--- config.mk ---
export PLATFORM = sky130hd
export DESIGN_NAME = dct_queue
export DESIGN_NICKNAME = d
export VERILOG_FILES = /design/src/rtl/dct_pkg.sv /design/src/rtl/dct_queue.sv
export VERILOG_INCLUDE_DIRS = /design/src /design/src/rtl
export SDC_FILE = /design/constraint.sdc
export NUM_CORES = 1
export LEC_CHECK = 0
export BUFFER_PORTS_ARGS = -buffer_cell sky130_fd_sc_hd__buf_2
export CAP_MARGIN = 5
export CORE_MARGIN = 1
export CORE_UTILIZATION = 32
export CTS_CLUSTER_SIZE = 28
export DETAILED_ROUTE_END_ITERATION = 16
export PLACE_DENSITY_LB_ADDON = 0.08
export RECOVER_POWER = 100
export SYNTH_ARGS = -nofsm -noshare
export SYNTH_HDL_FRONTEND = slang
export SYNTH_SLANG_ARGS = --single-unit
--- constraint.sdc ---
create_clock -name i_clk -period 10.8 [get_ports i_clk]
set_clock_uncertainty 0.15 [all_clocks]
set_input_delay 1.62 -clock i_clk [delete_from_list [all_inputs] [get_ports i_clk]]
set_output_delay 1.62 -clock i_clk [all_outputs]
set_load 0.01 [all_outputs]
--- src/rtl/disk_collision_time_defines.svh ---
// Assertion macros of the disk collision time RTL, used by the queue.
`ifndef DISK_COLLISION_TIME_DEFINES_SVH
`define DISK_COLLISION_TIME_DEFINES_SVH

// Same-cycle implication, checked at every rising edge out of reset.
`define DCT_ASSERT_IMP(name, clk, rst_n, pre, post) \
    name: assert property (@(posedge clk) disable iff (!rst_n) (pre) |-> (post)) \
        else $error("dct: implication check failed");

// Next-cycle implication, checked at every rising edge out of reset.
`define DCT_ASSERT_NEXT(name, clk, rst_n, pre, post) \
    name: assert property (@(posedge clk) disable iff (!rst_n) (pre) |=> (post)) \
        else $error("dct: next-cycle check failed");

`endif

--- src/rtl/dct_pkg.sv ---
// Shared widths, latencies and types of the disk collision time block.
package dct_pkg;

    // Port fields
    localparam int IN_W  = 32;
    localparam int RAD_W = 31;
    localparam int OUT_W = 32;

    // Front datapath
    localparam int DIFF_W  = IN_W + 1;
    localparam int PROD_W  = 2 * DIFF_W;
    localparam int RS_W    = RAD_W + 1;
    localparam int RSQ_W   = 2 * RS_W;
    localparam int A_W     = 66;
    localparam int B_W     = 67;
    localparam int C_W     = 67;
    localparam int MUL_W   = 66;
    localparam int MUL_LAT = 3;
    localparam int DISC_W  = 134;

    // Back datapath
    localparam int ROOT_W = DISC_W / 2;
    localparam int SR_W   = ROOT_W + 3;
    localparam int NUM_W  = 69;
    localparam int MAG_W  = NUM_W - 1;
    localparam int DEN_W  = A_W;
    localparam int FRAC_W = 16;
    localparam int DVD_W  = MAG_W + FRAC_W;
    localparam int Q_W    = 34;
    localparam int HI_W   = DVD_W - Q_W;
    localparam int DIV_LAT = Q_W + 3;

    // Saturation limits of the Q16.16 result
    localparam logic [OUT_W-1:0] SAT_MAX = {1'b0, {(OUT_W-1){1'b1}}};
    localparam logic [OUT_W-1:0] SAT_MIN = {1'b1, {(OUT_W-1){1'b0}}};

    // Queue between front and back
    localparam int QUEUE_DEPTH = 4;

    // One classified word handed from front to back
    typedef struct packed {
        logic                    ok;
        logic [DISC_W-1:0]       disc;
        logic signed [B_W-1:0]   nb;
        logic [DEN_W-1:0]        den;
    } t_job;

endpackage

--- src/rtl/dct_queue.sv ---
// Short word queue between the front and back ends; drains one word per cycle.
`include "disk_collision_time_defines.svh"

module dct_queue #(
    parameter int DEPTH = dct_pkg::QUEUE_DEPTH
) (
    input  logic          i_clk,
    input  logic          i_rst_n,
    input  logic          i_push,
    input  dct_pkg::t_job i_job,
    output logic          o_full,
    output logic          o_valid,
    output dct_pkg::t_job o_job
);
    localparam int PTR_W = $clog2(DEPTH);
    localparam int CNT_W = $clog2(DEPTH + 1);

    dct_pkg::t_job    r_mem [0:DEPTH-1];
    logic [PTR_W-1:0] r_wr, r_rd;
    logic [CNT_W-1:0] r_count, n_count;
    logic             r_full, r_valid;
    dct_pkg::t_job    r_out;
    logic             s_pop, s_wr;

    // the back end never stalls, so any stored word leaves at once
    assign s_pop   = (r_count != '0);
    assign s_wr    = i_push && !r_full;
    assign n_count = r_count + CNT_W'(s_wr) - CNT_W'(s_pop);

    // pointers and fill level
    always_ff @(posedge i_clk) begin
        if (!i_rst_n) begin
            r_wr    <= '0;
            r_rd    <= '0;
            r_count <= '0;
            r_full  <= 1'b0;
            r_valid <= 1'b0;
        end else begin
            if (s_wr) begin
                r_wr <= (r_wr == PTR_W'(DEPTH - 1)) ? '0 : r_wr + 1'b1;
            end
            if (s_pop) begin
                r_rd <= (r_rd == PTR_W'(DEPTH - 1)) ? '0 : r_rd + 1'b1;
            end
            r_count <= n_count;
            r_full  <= (n_count == CNT_W'(DEPTH));
            r_valid <= s_pop;
        end
    end

    // storage, registered read
    always_ff @(posedge i_clk) begin
        if (s_wr) begin
            r_mem[r_wr] <= i_job;
        end
        if (s_pop) begin
            r_out <= r_mem[r_rd];
        end
    end

    assign o_full  = r_full;
    assign o_valid = r_valid;
    assign o_job   = r_out;

    `DCT_ASSERT_IMP(a_no_overflow, i_clk, i_rst_n, i_push, !r_full)
    `DCT_ASSERT_IMP(a_read_had_word, i_clk, i_rst_n, r_valid, $past(r_count) != '0)
    `DCT_ASSERT_NEXT(a_push_lands, i_clk, i_rst_n, s_wr, r_count != '0)

endmodule

After elaboration in Yosys (flattened, before gate mapping). Memories as Yosys holds them, arrays and structs flattened. A register that Yosys moved wholly into a read port is not among the register bits. Cells that the tools add are included.

Memory bits (writable): 1072. Bits in latches: 0. Word-level logic and storage cells: 20. Register bits after elaboration: 9. Input bits: 271. Bits in read-only memories: 0. Memories: 1.

Divide/modulo/power cells: 0. Eq/ne operators: 3. Reduce and logical (&&, ||, !) cells: 3. Multiplexer cells: 4. Shift-type cells: 0. Magnitude comparators: 0. Bitwise gates (word level): 0. Add/subtract/negate cells: 4. Multiply operators: 0.

Memory list: r_mem (depth 4, bits a word 268, rd ports 1, clocked after Yosys merged registers in 1, write ports 1, line dct_queue.sv:18) `dct_pkg::t_job r_mem [0:DEPTH-1];`.

Operators with widths (count): $add 2x1->2 const B (2); $eq 2x2->1 const B (2); $mux 2 (2); $add 3x1->3 (1); $eq 3x3->1 const B (1); $reduce_bool 3->1 (1); $sub 3x1->3 (1); $mux 1 (2); $logic_and 1x1->1 (1); $logic_not 1->1 (1).

Logic depth before layout (Yosys ltp).
Depth in word-level cells: 5. Gate-level depth with buffers: 10.

Worst setup path before layout. No wires, ideal clock.

Path kind: in2reg. Start: input i_push. End: memory r_mem[0][0] in the netlist's numbering, enable pin. Required time: 9.987 ns. Setup slack: 1.905 ns. Stages on the path: 3. Library setup time: 0.663 ns. Buffers on the path: 1. Arrival time: 8.082 ns. Path through: nor2b_1 -> clkbuf_1 -> and2_1.

Cells in the longest elaborated chain, start to end: 3.

RTL lines: start, declared (line dct_queue.sv:9) `input logic i_push,`; $logic_and 1x1->1 (line dct_queue.sv:27) `assign s_wr = i_push && !r_full;`; $mux 1 (line dct_queue.sv:53) `if (s_wr) begin`; $mux 1 (not written as such) (line dct_queue.sv:54) `r_mem[r_wr] <= i_job;`; end, declared (line dct_queue.sv:18).

Every way passes these cells.

Final worst setup path.
Start: input i_push. End: memory r_mem[2][120] in the netlist's numbering, enable pin.

The elaborated chain is that of the path after synthesis.

==> results.cfg <==
[timing]
maxSlewHeadroom_pct = -182
fin_tns_setup_ns = 0
whs_ns = 0.433
maxSlewViolCount = 839
fin_crit_ns = 6.64
finalCritPeriodShare_pct = 61.5
setup_viol = 0
rsz0062_at_grt = no
finalHoldViolCount = 0
fmax_ghz = 0.151
worst_pin_slew_ns = 4.23

[critical_path]
critical_path.max_fanout = 53
rr_worst_depth = 2
worstSetupPathType = input port to register
path_delay_family = buffers and inverters
end_kind = register
cp.required_ns = 10.90
slowest_delay_ns = 2.84
worstPathCellList = buf_2 > nor2b_1 > and2_0 > clkbuf_1
cp_slowest_cell = clkbuf_1
cp-start-kind = input port
r2r_end = o_job[114]$_DFFE_PP_
r2r_slack_ns = 4.23
r2r_start = r_rd[1]$_SDFFE_PN0P_
crit_buf_inv = 2
cp.arrival_ns = 6.73

[route]
wl_met3_mm = 10.2
drc = 0
top_layer_used = met5
dr_wl_met2_mm = 50.5
drtAntennaViolNets = 0
wl_met1_mm = 44.2
drt_first_pass_iters = 5
drt_iter0_markers = 1100
dr_total_vias = 20400
wl_per_cell_um = 24.4
wl_mm = 108
viasPerCell = 4.61

[finish]
drive_above_1_share_pct = 19.6
finalInstanceArea_sq_um = 56200
syn_to_final_growth_pct = 19.0
layout.nets = 2654
fin_cells = 4423
fillCellCount = 13300

[power_and_ir_drop]
power.density_nw_per_um2 = 278
peakVddDrop_v = 0.000273
p_comb_share_pct = 20.7
seq_power_share_pct = 48.0
p_leak_nw = 17.2
total_power_mw = 15.6
power.internal_mw = 11.3
power.switching_mw = 4.34
pwr-share-clk_pct = 31.3
switching_share_pct = 27.8

[placed_design]
placedCellCount = 4141
dp_hpwl_mm = 62.0
portBuffers = 540
place_area_sq_um = 52100
gp_congestion = 0.718

[logic_synthesis]
syn_inst = 1719
syn_avg_cell_area_sq_um = 27.5
yosysTopAreaCell = edfxtp_1
yosys-top-cells-count = edfxtp_1, mux4_2, buf_2
ys_ff_latch = 1349
yosysSeqAreaShare_pct = 85.7
synth_top_area_share_pct = 85.3
synth_area_leaders = edfxtp_1, mux4_2, buf_6
yosysMostFrequentCell = edfxtp_1
yosysUniqueCellTypes = 20
yosys_warnings = 0
synth_edf_count = 1340
synth-async-reset-ratio_pct = 0
syn_area_sq_um = 47200
synth_nets = 1998
ys.flop_type = edfxtp_1

[die]
die_h_um = 386
rows = 140
initial_utilization_pct = 32.3
die_w_um = 386
coreArea_sq_um = 146000
ios = 541
dieArea_sq_um = 149000

[clock_network]
ctsHoldBuffers = 0
numCtsBuffers = 149
cts_sinks = 1349
insertion_delay_ns = 0.75
cts-root-buf = clkbuf_16
post_cts_resized = 0
clockBufferDepth = 3
h-tree-depth = 4
postCtsSetupBuffers = 0
tritoncts = built
path_clk_slew_ns = 0.06

[status]
status = finished, violations left
violations = max-capacitance violations, max-slew violations

[grt]
grt.overflow.total = 0
antenna_found_initial = 40
grt_pass1_wl_mm = 153
grt_pass1_vias = 21900
track_usage_pct = 14.4
grt_max_degree = 130

[min_path]
hold_path_depth = 2
hold_path_class = register to register
holdPathEnd = r_wr[0]$_SDFFE_PN0P_
min_from = r_wr[0]$_SDFFE_PN0P_

[flow_run]
cap_violations = 17
==> cells in the final DEF (no fill, tap or decap) <==
cell type / count
and2_0: 4
and2_1: 2
buf_12: 5
buf_2: 2
buf_4: 10
bufinv_16: 11
clkbuf_1: 580
clkbuf_16: 154
clkbuf_2: 1
clkinv_1: 43
clkinv_2: 24
clkinv_4: 1
clkinv_8: 3
clkinvlp_4: 4
dfxtp_1: 8
dfxtp_4: 1
diode_2: 5
edfxtp_1: 1340
fa_1: 1
ha_1: 7
inv_1: 6
inv_16: 2
inv_6: 4
inv_8: 1
mux2i_1: 2
mux4_2: 268
nand2_1: 2
nand3_1: 2
nor2_1: 2
nor2b_1: 5
nor3_1: 1
nor4b_1: 1
o21ai_0: 2
xnor2_1: 2
==> worst max path at each step <==
| stage | slack, ns | cells after the start | from | endpoint |
|---|---|---|---|---|
| floorplan | 1.90 | 3 | i_push | r_mem[0][0]$_DFFE_PP_ |
| global route | 3.64 | 4 | i_push | r_mem[1][120]$_DFFE_PP_ |
| detailed placement | 5.49 | 5 | i_push | r_mem[0][119]$_DFFE_PP_ |
| finish | 4.16 | 4 | i_push | r_mem[2][120]$_DFFE_PP_ |
| global placement | 5.52 | 5 | i_push | r_mem[0][164]$_DFFE_PP_ |
| CTS | 6.32 | 5 | i_push | r_mem[0][161]$_DFFE_PP_ |
==> final cells by class <==
| cell class | count | area [sq um] | share of cell area [%] |
|---|---|---|---|
| Sequential cell | 1349 | 40400 | 72.0 |
| Multi-Input combinational cell | 301 | 6300 | 11.2 |
| Clock buffer | 185 | 3970 | 7.07 |
| Tap cell | 1917 | 2400 | 4.27 |
| Timing Repair Buffer | 567 | 2250 | 4.01 |
| Clock inverter | 92 | 774 | 1.38 |
| Inverter | 7 | 33.8 | 0.0602 |
| Antenna cell | 5 | 12.5 | 0.0223 |
==> sequential cells by signal (all words and copies together) (netlist names) <==
signal   count
r_mem     1072
o_job      268
r_count      3
r_rd         2
r_wr         2
o_full       1
o_valid      1
==> power groups by stage <==
stage	Sequential [mW]	Combinational (mW)	Clock, mW
floorplan	7.95	1.69	0
detailed placement	7.54	3.41	0
CTS	7.45	3.42	5.06
global placement	7.54	3.39	0
global route	7.60	3.52	5.25
finish	7.49	3.22	4.89
==> stage by stage <==
stage | util, % | worst slack (ns)
3_3_place_gp | 35.7 | 5.52
6_report | 38.5 | 4.16
2_1_floorplan | - | 1.90
4_1_cts | 39.0 | 6.32
5_1_grt | 38.5 | 3.64
3_5_place_dp | 35.7 | 5.49
==> worst register-to-register path, stage by stage, from the launching register on <==
cell and delay [ns]:
dfxtp_1 2.08, clkbuf_2 3.03, mux4_2 1.11
==> cell families after synthesis <==
kind of cell | share of synthesized area [%]
fa+ha+maj | 0.228
buf+inv | 1.00
simple gates | 0.228
compound gates | 0.0212
xor+xnor | 0.0371
mux | 12.8
flops | 85.7
==> routing by layer <==
| layer | track usage (%) | up-vias |
|---|---|---|
| met2 | 22.5 | 573 |
| met3 | 6.10 | 212 |
| met1 | 18.1 | 10700 |
| met5 | 0 | - |
| met4 | 4.41 | 58 |
| li1 | - | 8782 |
(Power assumes the default switching activity.)
